**src/rtl/k_combination_enumerator_defines.svh**
```systemverilog
// Assertion macros shared by the k-combination enumerator RTL.
// Depends on nothing; included by the modules that carry assertions.
`ifndef K_COMBINATION_ENUMERATOR_DEFINES_SVH
`define K_COMBINATION_ENUMERATOR_DEFINES_SVH

// Same-cycle implication, disabled during reset.
`define KCE_ASSERT_IMPL(label, clk, rst, ante, cons, msg) \
  label: assert property (@(posedge clk) disable iff (rst) (ante) |-> (cons)) \
    else $error(msg);

// Next-cycle implication, disabled during reset.
`define KCE_ASSERT_NEXT(label, clk, rst, ante, cons, msg) \
  label: assert property (@(posedge clk) disable iff (rst) (ante) |=> (cons)) \
    else $error(msg);

`endif

```
**src/rtl/kce_pkg.sv**
```systemverilog
// Package for the k-combination enumerator: sizes, widths and shared types.
// Depends on nothing; imported by every module of the block.
package kce_pkg;

  localparam int MAX_N  = 64;
  localparam int MAX_R  = 16;
  localparam int ELEM_W = $clog2(MAX_N);
  localparam int IDX_W  = $clog2(MAX_R);
  localparam int N_W    = $clog2(MAX_N + 1);
  localparam int R_W    = $clog2(MAX_R + 1);

  typedef enum logic [0:0] {
    REG_SET_SIZE     = 1'b0,
    REG_CHOOSE_COUNT = 1'b1
  } cfg_reg_t;

  typedef struct packed {
    logic              has_comb;
    logic              empty;
    logic [IDX_W-1:0]  pos;
    logic [ELEM_W-1:0] elem;
    logic              last;
  } result_t;

endpackage

```
**src/rtl/kce_chosen_ram.sv**
```systemverilog
// Synchronous memory holding the current combination, one element per entry.
// One write and one read port, read data registered. Depends on kce_pkg.
module kce_chosen_ram
  import kce_pkg::*;
(
  input  logic              clk,
  input  logic              wr_en,
  input  logic [IDX_W-1:0]  wr_addr,
  input  logic [ELEM_W-1:0] wr_data,
  input  logic              rd_en,
  input  logic [IDX_W-1:0]  rd_addr,
  output logic [ELEM_W-1:0] rd_data
);

  logic [ELEM_W-1:0] mem [MAX_R];

  always_ff @(posedge clk) begin
    if (wr_en) begin
      mem[wr_addr] <= wr_data;
    end
  end

  always_ff @(posedge clk) begin
    if (rd_en) begin
      rd_data <= mem[rd_addr];
    end
  end

endmodule

```
**src/rtl/kce_out_reg.sv**
```systemverilog
// Output register for result transactions; frees the sequencer from the receiver.
// Depends on kce_pkg for the result structure.
module kce_out_reg
  import kce_pkg::*;
(
  input  logic    clk,
  input  logic    rst,
  input  logic    load,
  input  result_t res,
  output logic    free,
  output logic    out_valid,
  input  logic    out_ready,
  output result_t res_q
);

  assign free = !out_valid || out_ready;

  always_ff @(posedge clk) begin
    if (rst) begin
      out_valid <= 1'b0;
    end else if (free) begin
      out_valid <= load;
    end
  end

  always_ff @(posedge clk) begin
    if (load && free) begin
      res_q <= res;
    end
  end

endmodule

```
**src/rtl/kce_seq.sv**
```systemverilog
// Sequencer of the k-combination enumerator: scans the stored combination for
// the pivot, then rewrites and emits it, or emits a single status result.
// Depends on kce_pkg and kce_chosen_ram ports, and on the assertion macros header.
`include "k_combination_enumerator_defines.svh"

module kce_seq
  import kce_pkg::*;
(
  input  logic              clk,
  input  logic              rst,
  input  logic [N_W-1:0]    set_size,
  input  logic [R_W-1:0]    choose_count,
  input  logic              cfg_write,
  input  logic              in_valid,
  output logic              in_ready,
  input  logic              next_request,
  input  logic              res_free,
  output logic              res_load,
  output result_t           res,
  output logic              ram_wr_en,
  output logic [IDX_W-1:0]  ram_wr_addr,
  output logic [ELEM_W-1:0] ram_wr_data,
  output logic              ram_rd_en,
  output logic [IDX_W-1:0]  ram_rd_addr,
  input  logic [ELEM_W-1:0] ram_rd_data
);

  typedef enum logic [1:0] {
    S_IDLE,
    S_FIND,
    S_EMIT,
    S_SINGLE
  } state_t;

  state_t            state;
  logic              running;
  logic              running_next;
  logic [IDX_W-1:0]  pos;
  logic [IDX_W-1:0]  pivot;
  logic [ELEM_W-1:0] base;
  logic              single_has;
  logic              single_empty;

  logic              accept;
  logic              sizes_bad;
  logic              r_zero;
  logic [IDX_W-1:0]  last_idx;
  logic [N_W-1:0]    ceiling;
  logic              mismatch;
  logic [ELEM_W-1:0] emit_val;
  logic              wr_in_range;
  logic              last_ok;

  assign in_ready  = (state == S_IDLE);
  assign accept    = in_valid && in_ready && next_request;
  assign sizes_bad = ({2'b00, choose_count} > set_size)
                     || (choose_count > R_W'(MAX_R))
                     || (set_size > N_W'(MAX_N));
  assign r_zero    = (choose_count == '0);
  assign last_idx  = IDX_W'(choose_count - R_W'(1));
  assign ceiling   = set_size - N_W'(choose_count) + N_W'(pos);
  assign mismatch  = (N_W'(ram_rd_data) != ceiling);
  assign emit_val  = (pos < pivot) ? ram_rd_data : base + ELEM_W'(pos);

  assign wr_in_range = ({1'b0, ram_wr_addr} < choose_count);
  assign last_ok     = (state != S_EMIT) || (res.last == (pos == last_idx));

  always_comb begin
    ram_rd_en   = 1'b0;
    ram_rd_addr = pos;
    ram_wr_en   = 1'b0;
    ram_wr_addr = pos;
    ram_wr_data = emit_val;
    res_load    = 1'b0;
    res         = '0;
    case (state)
      S_IDLE: begin
        if (accept && !sizes_bad && running && !r_zero) begin
          ram_rd_en   = 1'b1;
          ram_rd_addr = last_idx;
        end
      end
      S_FIND: begin
        if (mismatch) begin
          ram_rd_en   = 1'b1;
          ram_rd_addr = '0;
        end else if (pos != '0) begin
          ram_rd_en   = 1'b1;
          ram_rd_addr = pos - IDX_W'(1);
        end
      end
      S_EMIT: begin
        if (res_free) begin
          res_load     = 1'b1;
          res.has_comb = 1'b1;
          res.pos      = pos;
          res.elem     = emit_val;
          res.last     = (pos == last_idx);
          ram_wr_en    = (pos >= pivot);
          if (pos != last_idx) begin
            ram_rd_en   = 1'b1;
            ram_rd_addr = pos + IDX_W'(1);
          end
        end
      end
      S_SINGLE: begin
        if (res_free) begin
          res_load     = 1'b1;
          res.has_comb = single_has;
          res.empty    = single_empty;
          res.last     = 1'b1;
        end
      end
      default: begin
      end
    endcase
  end

  always_comb begin
    running_next = running;
    case (state)
      S_IDLE: begin
        if (accept) begin
          if (sizes_bad) begin
            running_next = 1'b0;
          end else if (!running) begin
            running_next = 1'b1;
          end else if (r_zero) begin
            running_next = 1'b0;
          end
        end
      end
      S_FIND: begin
        if (!mismatch && pos == '0) begin
          running_next = 1'b0;
        end
      end
      default: begin
      end
    endcase
    if (cfg_write) begin
      running_next = 1'b0;
    end
  end

  always_ff @(posedge clk) begin
    if (rst) begin
      state        <= S_IDLE;
      running      <= 1'b0;
      pos          <= '0;
      pivot        <= '0;
      base         <= '0;
      single_has   <= 1'b0;
      single_empty <= 1'b0;
    end else begin
      running <= running_next;
      case (state)
        S_IDLE: begin
          if (accept) begin
            if (sizes_bad) begin
              single_has   <= 1'b0;
              single_empty <= 1'b0;
              state        <= S_SINGLE;
            end else if (!running) begin
              if (r_zero) begin
                single_has   <= 1'b1;
                single_empty <= 1'b1;
                state        <= S_SINGLE;
              end else begin
                pos   <= '0;
                pivot <= '0;
                base  <= '0;
                state <= S_EMIT;
              end
            end else if (r_zero) begin
              single_has   <= 1'b0;
              single_empty <= 1'b0;
              state        <= S_SINGLE;
            end else begin
              pos   <= last_idx;
              state <= S_FIND;
            end
          end
        end
        S_FIND: begin
          if (mismatch) begin
            pivot <= pos;
            base  <= ram_rd_data + ELEM_W'(1) - ELEM_W'(pos);
            pos   <= '0;
            state <= S_EMIT;
          end else if (pos == '0) begin
            single_has   <= 1'b0;
            single_empty <= 1'b0;
            state        <= S_SINGLE;
          end else begin
            pos <= pos - IDX_W'(1);
          end
        end
        S_EMIT: begin
          if (res_free) begin
            if (pos == last_idx) begin
              state <= S_IDLE;
            end else begin
              pos <= pos + IDX_W'(1);
            end
          end
        end
        S_SINGLE: begin
          if (res_free) begin
            state <= S_IDLE;
          end
        end
        default: begin
          state <= S_IDLE;
        end
      endcase
    end
  end

  `KCE_ASSERT_IMPL(a_load_when_free, clk, rst, res_load, res_free, "load into a busy register")
  `KCE_ASSERT_IMPL(a_write_in_range, clk, rst, ram_wr_en, wr_in_range, "write out of range")
  `KCE_ASSERT_NEXT(a_busy_after_request, clk, rst, accept, !in_ready, "request did not start")
  `KCE_ASSERT_IMPL(a_last_at_end, clk, rst, res_load, last_ok, "last marker misplaced")

endmodule

```
**src/rtl/k_combination_enumerator.sv**
```systemverilog
// Top level of the lexicographic k-combination enumerator.
// Depends on kce_pkg, kce_chosen_ram, kce_out_reg and kce_seq.
//
// Usage: write set_size (index 0) and choose_count (index 1) through the
// configuration port while the block is idle; either write restarts the round.
// Each request transaction on the input channel returns the next combination
// as choose_count result transactions, one element each in increasing order,
// with last set on the final one. When the round is over, or the sizes are
// invalid, one result with has_combination low is given; when choose_count is
// zero the round holds a single empty combination.
// On the first combination of a round the sequencer goes straight from the
// accepted request to emitting; otherwise it first scans the stored entries
// for the pivot from the last one downward, one memory read per cycle.
// Throughput: elements stream at one per cycle while the output register
// is free to take them; the pivot scan, when there is one, comes first.
// Reset clears the sizes to zero and ends any round; the stored combination
// is rewritten at the start of each round. A stalled receiver holds the
// output register and the sequencer waits on it; new requests are taken
// once the previous one has emitted all its results.
module k_combination_enumerator
  import kce_pkg::*;
(
  input  logic              clk,
  input  logic              rst,
  input  logic              cfg_write,
  input  logic [0:0]        cfg_index,
  input  logic [N_W-1:0]    cfg_data,
  input  logic              in_valid,
  output logic              in_ready,
  input  logic              next_request,
  output logic              out_valid,
  input  logic              out_ready,
  output logic              has_combination,
  output logic              is_empty,
  output logic [IDX_W-1:0]  position,
  output logic [ELEM_W-1:0] element,
  output logic              last
);

  logic [N_W-1:0]    set_size;
  logic [R_W-1:0]    choose_count;
  logic              res_free;
  logic              res_load;
  result_t           res;
  result_t           res_q;
  logic              ram_wr_en;
  logic [IDX_W-1:0]  ram_wr_addr;
  logic [ELEM_W-1:0] ram_wr_data;
  logic              ram_rd_en;
  logic [IDX_W-1:0]  ram_rd_addr;
  logic [ELEM_W-1:0] ram_rd_data;

  always_ff @(posedge clk) begin
    if (rst) begin
      set_size     <= '0;
      choose_count <= '0;
    end else if (cfg_write) begin
      case (cfg_reg_t'(cfg_index))
        REG_SET_SIZE:     set_size     <= cfg_data;
        REG_CHOOSE_COUNT: choose_count <= cfg_data[R_W-1:0];
        default: begin
        end
      endcase
    end
  end

  kce_seq u_seq (
    .clk          (clk),
    .rst          (rst),
    .set_size     (set_size),
    .choose_count (choose_count),
    .cfg_write    (cfg_write),
    .in_valid     (in_valid),
    .in_ready     (in_ready),
    .next_request (next_request),
    .res_free     (res_free),
    .res_load     (res_load),
    .res          (res),
    .ram_wr_en    (ram_wr_en),
    .ram_wr_addr  (ram_wr_addr),
    .ram_wr_data  (ram_wr_data),
    .ram_rd_en    (ram_rd_en),
    .ram_rd_addr  (ram_rd_addr),
    .ram_rd_data  (ram_rd_data)
  );

  kce_chosen_ram u_ram (
    .clk     (clk),
    .wr_en   (ram_wr_en),
    .wr_addr (ram_wr_addr),
    .wr_data (ram_wr_data),
    .rd_en   (ram_rd_en),
    .rd_addr (ram_rd_addr),
    .rd_data (ram_rd_data)
  );

  kce_out_reg u_out (
    .clk       (clk),
    .rst       (rst),
    .load      (res_load),
    .res       (res),
    .free      (res_free),
    .out_valid (out_valid),
    .out_ready (out_ready),
    .res_q     (res_q)
  );

  assign has_combination = res_q.has_comb;
  assign is_empty        = res_q.empty;
  assign position        = res_q.pos;
  assign element         = res_q.elem;
  assign last            = res_q.last;

endmodule
```
**config.mk**
```make
export PLATFORM = sky130hd
export DESIGN_NAME = k_combination_enumerator
export DESIGN_NICKNAME = d
export VERILOG_FILES = /design/src/rtl/kce_pkg.sv /design/src/rtl/kce_chosen_ram.sv /design/src/rtl/kce_out_reg.sv /design/src/rtl/kce_seq.sv /design/src/rtl/k_combination_enumerator.sv
export VERILOG_INCLUDE_DIRS = /design/src /design/src/rtl
export SDC_FILE = /design/constraint.sdc
export NUM_CORES = 1
export LEC_CHECK = 0
export BUFFER_PORTS_ARGS = -buffer_cell sky130_fd_sc_hd__buf_2
export CORE_UTILIZATION = 40
export CTS_CLUSTER_DIAMETER = 60
export CTS_CLUSTER_SIZE = 12
export DETAILED_ROUTE_END_ITERATION = 12
export GPL_ROUTABILITY_DRIVEN = 0
export PLACE_DENSITY = 0.66
export SYNTH_ARGS = -nofsm -noshare
export SYNTH_HDL_FRONTEND = slang
export SYNTH_SLANG_ARGS = --single-unit
export TNS_END_PERCENT = 50
```
**constraint.sdc**
```tcl
create_clock -name clk -period 5.9 [get_ports clk]
set_input_delay 0.295 -clock clk [delete_from_list [all_inputs] [get_ports clk]]
set_output_delay 0.295 -clock clk [all_outputs]
set_load 0.03 [all_outputs]
```
**Word-level counts from Yosys, hierarchy flattened**

Memory sizes are Yosys's and may differ from the RTL's. A register that Yosys moved wholly into a read port is not among the register bits.
Cells that the tools add are included.
Widths: inputs -> output; s select.

- Register bits after elaboration: 44
- Memory bits (writable): 96
- Bits of input ports: 14
- Output and inout port bits: 15
- Memories: 1

Memory list:

| name | depth | width | read ports | clocked after Yosys merged registers in | wr ports | line | RTL |
|---|---|---|---|---|---|---|---|
| u_ram.mem | 16 | 6 | 1 | 1 | 1 | kce_chosen_ram.sv:15 | `logic [ELEM_W-1:0] mem [MAX_R];` |

- Add/sub/neg operators: 8
- Order comparisons: 5
- Equality and inequality tests: 21
- Mux-type cells: 69
- Bitwise logic cells: 1
- Reduce and logical (&&, ||, !) cells: 31

Operator list:

| cell | count |
|---|---|
| $mux 4 | 18 |
| $mux 6 | 6 |
| $mux 1 | 25 |
| $pmux 4 s3 | 2 |
| $mux 2 | 10 |
| $ne 2x1->1 const B | 6 |
| $ne 2x2->1 const B | 6 |
| $pmux 6 s2 | 1 |
| $reduce_and 5->1 | 2 |
| $pmux 1 s2 | 4 |
| $pmux 2 s4 | 1 |
| $pmux 4 s2 | 1 |
| $reduce_and 2->1 | 4 |
| $sub 4x1->4 const B | 2 |
| $add 7x4->7 | 1 |
| $gt 5x7->1 | 1 |
| $gt 7x7->1 const B | 1 |
| $logic_and 1x1->1 | 7 |
| $ne 6x7->1 | 1 |
| $reduce_and 7->1 | 1 |
| $sub 7x5->7 | 1 |
| $add 6x1->6 const B | 1 |
| $add 6x4->6 | 1 |
| $reduce_and 6->1 | 1 |
| other kinds (24) | 31 |

**Depth between registers and ports, before layout**

- Depth after elaboration: 9
- Mapped depth: 18
- Mapped depth without buffers: 16

**Cells and area by module**

A second synthesis with hierarchy kept.

- Cell total of the unflattened synthesis: 602
- Area, all modules: 7,759.9 um^2

By module, submodules not included:

| module | instances | cells each | area an instance (um^2) |
|---|---|---|---|
| kce_chosen_ram | 1 | 178 | 3,955.0 |
| kce_seq | 1 | 357 | 2,834.0 |
| k_combination_enumerator | 1 | 49 | 525.5 |
| kce_out_reg | 1 | 18 | 445.4 |

**Least setup slack after synthesis**

OpenSTA, ideal clock, no wires.

- Path kind: flip-flop to flip-flop
- From: register u_seq.pos[0] (netlist: u_seq.ram_wr_addr[0])
- To: register u_ram.rd_data[4], read port of u_ram.mem (data pin)
- Setup time: 272 ps
- Arrival time: 4,194 ps
- Data required time: 5,628 ps
- Setup slack: 1,433 ps
- Stages on the path, launching flop included: 19
- Period minus slack after synthesis: 4,467 ps
- Path through: dfxtp_1 clkbuf_1 clkinv_1 ha_1 inv_1 ha_1 inv_1 fa_1 nand2b_1 a2111oi_0 a211oi_1 a31o_2 or4_4 o211ai_2 buf_4 mux2i_1 mux2i_1 a32oi_1 o221ai_1

- Longest elaborated chain between the ends: 4

Ends and longest elaborated chain:

| what | line | RTL |
|---|---|---|
| start, declared | kce_seq.sv:38 | `logic [IDX_W-1:0] pos;` |
| start signal, assigned | kce_seq.sv:180 | `pos <= last_idx;` |
| start signal, assigned | kce_seq.sv:196 | `pos <= pos - IDX_W'(1);` |
| start signal, assigned | kce_seq.sv:204 | `pos <= pos + IDX_W'(1);` |
| $add 7x4->7, or another cell as far along | kce_seq.sv:61 | `assign ceiling = set_size - N_W'(choose_count) + N_W'(pos);` |
| $ne 6x7->1, or another cell as far along | kce_seq.sv:62 | `assign mismatch = (N_W'(ram_rd_data) != ceiling);` |
| $mux 4, or another cell as far along | kce_seq.sv:84 | `if (mismatch) begin` |
| $pmux 4 s3 or $pmux 1 s3 (tied branches) | kce_seq.sv:76 | `case (state)` |
| end, declared | kce_chosen_ram.sv:12 | `output logic [ELEM_W-1:0] rd_data` |

Parallel ways exist; a longest one is shown, timed or not.
A chain may end at the register's enable or synchronous reset.

**Final worst setup path**

- From: register u_seq.pos[0] (netlist: u_seq.ram_wr_addr[0])
- To: register u_ram.rd_data[5], read port of u_ram.mem (data pin)

The elaborated chain is that of the path after synthesis.

==> impl_metrics.yaml <==
status:
  status: "complete, no violations"
layout:
  diodes: 0
  area_overhead_vs_synth_pct: 13.53
  fraction_of_layout_cells_with_a_size_suffix_above_1: 0.1210
  final_net_count: 799
  layout.filler_cells: 1673
  post_layout_nonfiller_instances: 986
  most_used_cells_in_the_layout_excluding_fill_and_tap_cells: "edfxtp_1 (115), nand2_1 (85), a21oi_1 (75)"
  final_core_util: 0.4650
  finish.instance_area_mm2: 0.008727
  most_common_library_cell_in_the_layout_ignoring_fill_and_taps: "edfxtp_1"
sta:
  timing.slew.headroom: 0.3401
  timing.setup.tns_ns: 0
  max_slew.worst_pin.slew_ns: 0.9823
  report.final.hold_viol_count: 0
  rsz0062_at_grt: "no"
  min_period_over_period: 0.8557
  clock.fmax_ghz: 0.1981
  timing.hold.ws_ns: 0.1036
  slew_viol_final: 0
  setup_violations: 0
  min_period_ns: 5.048
  fin_worst_skew_ns: 0.009048
yosys:
  post_synth_fa_ha_maj_area_fraction: 0.08073
  synth_top_area_share: 0.4492
  async_flop_share: 0
  netlist.top_cell.by_area: "edfxtp_1"
  synth.mux.area_fraction: 0.03971
  synth-compound-area-share: 0.1548
  synthSimpleGateAreaFrac: 0.1214
  ys_ff_latch: 146
  largest_family_of_logic_cells_by_synthesized_area: "compound AO/OA/AOI/OAI gates"
  synth_cells: 709
  syn-num-nets: 769
  synth_flop_cell: "edfxtp_1"
  synth.cell_area_mm2: 0.007687
  synth_xor_area_frac: 0.02995
  synth.avg_cell_area_um2: 10.84
  yosysWarningCount: 0
  synth_top_cells_by_area: "edfxtp_1 (45%), dfxtp_1 (8.1%), ha_1 (6.5%), a21oi_1 (4.9%), nand2_1 (4.2%)"
  number_of_flops_mapped_to_enable_cells_by_yosys: 115
  synth_sequential_area_ratio: 0.5299
  post_synth_num_cell_types: 73
pwr:
  clock_power_share: 0.246
  power_per_standard_cell_area_mw_per_mm2: 526.4
  power.static_leakage_nw: 3.175
  power_frac_comb: 0.435
  max-vdd-ir-drop_uv: 333.1
  seqPwrFrac: 0.319
  power.share.switching: 0.4129
  internal_power_component_w: 0.002697
  power_switching_w: 0.001897
placed_design:
  placed_cells_incl_taps: 954
  post-dp-hpwl_mm: 12.44
  io_buffers: 28
  dpl-instance-area_mm2: 0.008097
critical_path:
  start_kind: "flip-flop"
  setup.worst_path.end_class: "flip-flop"
  regToRegEndpoint: "u_ram.rd_data[5]"
  rr_worst_depth: 18
  arrival_ns: 5.30
  cpPeakStageDelay_ns: 0.63
  path_cells: "clkinv_1 -> ha_1 -> inv_1 -> ha_1 -> inv_1 -> fa_1 -> nand2b_1 -> a2111oi_0 -> a211oi_1 -> a31o_2 -> or4_4 -> o211ai_4 -> buf_4 -> buf_4 -> a21oi_1 -> a21boi_1 -> a211o_1 -> o311ai_1"
  setup.worst_path.class: "flip-flop to flip-flop"
  crit-reg2reg-launch: "u_seq.ram_wr_addr[0]"
  r2r_setup_slack_ns: 0.85
  crit_required_ns: 6.15
  cp_max_fo: 41
  cpMaxStageDelayCell: "dfxtp_1"
floorplanning:
  row_count: 50
  core_mm2: 0.01877
  io-pin-count: 29
  die_h_um: 140.6
  die_width_um: 140.6
  fp.dieArea_mm2: 0.01978
  floorplan.initialDensity: 0.4096
cts:
  cts_num_sinks: 146
  clock_path_buffers: 2
  cts_tree: "done"
  clk-insertion-delay-late_ns: 0.44
  postCtsResizedCells: 0
  clk_pin_slew_worst_paths_ns: 0.07
  post_cts_buffers: 0
  cts.hold.buffers_added: 0
  cts_inserted_buffers: 17
  clock_tree.htree_level_count: 4
  clock_tree.root_cell: "clkbuf_16"
min_path:
  hold_worst_path_end: "set_size[6]"
  hold_class: "input pin to flip-flop"
  hold_depth: 3
  hold_start: "cfg_data[6]"
grt:
  grt_first_pass_wirelength_mm: 29.50
  grt_start_max_net_pins: 42
  grt_pass1_vias: 5424
  grt.overflow.total: 0
  grt_antenna_before_repair: 0
  gr-usage-all-layers: 0.1950
drt:
  detail-route-antenna-nets: 0
  drtIter0Drc: 576
  routed_vias: 5598
  route.detailed.vias_per_inst: 5.677
  total_drc_errors_in_the_routed_layout: 0
  totalWireLength_mm: 18.36
  routed_wire_length_per_instance_um: 18.62
  drt_first_pass_iters: 5
job:
  drv_cap: 0
## kinds of logic (layout without fill, tap and decap cells)
logic type	count (synthesis)	after routing
DFF	146	146
xor gates and xnor gates	23	23
adders and majority gates	46	46
muxes	30	30
buffers and inverters	81	124
and+or+nand+nor	203	203
AOI/OAI and AO/OA	180	180
## registers in the layout (all words and copies together), names as in the netlist
| register | cells |
|---|---|
| u_ram.rd_data | 6 |
| u_ram.mem | 96 |
| u_seq.running | 1 |
| u_seq.ram_wr_addr | 4 |
| u_out.res_q | 13 |
| u_seq.state | 2 |
| choose_count | 5 |
| u_out.out_valid | 1 |
| u_seq.base | 6 |
| u_seq.pivot | 4 |
| u_seq.single_has | 1 |
| set_size | 7 |
## critical path: cells and delay by family (launching register included)
family | cells | cell delay [ns]
adders and majority gates | 3 | 0.91
buffers and inverters | 5 | 1.12
DFF | 1 | 0.63
AOI/OAI and AO/OA | 8 | 1.48
and+or+nand+nor | 2 | 0.72
## stage by stage
step	setup slack [ns]	power (W)
after global routing	0.5185	0.004857
after detailed placement	0.8977	0.003463
final	0.8515	0.004594
after floorplan	1.433	0.002909
after CTS	0.8709	0.004594
after global placement	1.012	0.003437
## worst max-delay path by stage
stage	endpoint	startpoint	depth (start not counted)	slack, ns
finish	u_ram.rd_data[5]	u_seq.ram_wr_addr[0]	18	0.85
global route	u_ram.rd_data[1]	u_seq.ram_wr_addr[0]	18	0.52
CTS	u_ram.rd_data[5]	u_seq.ram_wr_addr[0]	18	0.87
detailed placement	u_ram.rd_data[2]	u_seq.ram_wr_addr[0]	18	0.90
global placement	u_ram.rd_data[0]	u_seq.ram_wr_addr[0]	18	1.01
floorplan	u_ram.rd_data[4]	u_seq.ram_wr_addr[0]	18	1.43
## power groups by stage
stage               Clock [W]  Combinational [W]  Sequential, W
floorplan                   0            0.00139        0.00152
global placement            0            0.00195        0.00149
detailed placement          0            0.00198        0.00148
CTS                   0.00114            0.00199        0.00146
global route          0.00117            0.00221        0.00147
finish                0.00113            0.00200        0.00146
## layout make-up
class | count | area [um^2] | area share
inverter | 52 | 195.2 | 0.02237
clock inverter | 15 | 205.2 | 0.02351
multi-input combinational | 482 | 3304 | 0.3786
clock buffer | 17 | 425.4 | 0.04875
sequential | 146 | 4074 | 0.4668
tap | 234 | 292.8 | 0.03355
timing repair buffer | 40 | 230.2 | 0.02638
## Yosys cell counts (7+ instances only)
cell type    n
ha_1        40
nand3_1     23
nor3_1      13
a32oi_1      7
dfxtp_1     31
xor2_1       7
clkbuf_1    15
mux2i_1     26
xnor2_1     14
o21ai_0     20
o21ai_1     10
inv_1       50
edfxtp_1   115
nor2_1      45
buf_2        9
a21oi_1     75
nor2b_1      9
a21o_1       7
nand2_1     85
## metal layers
layer  wire [um]  GRT usage
met5           0          0
met4         425    0.07494
met2        8523     0.3092
met3        1024    0.03567
met1        8385     0.2654
Power figures use the tool's default switching activity.
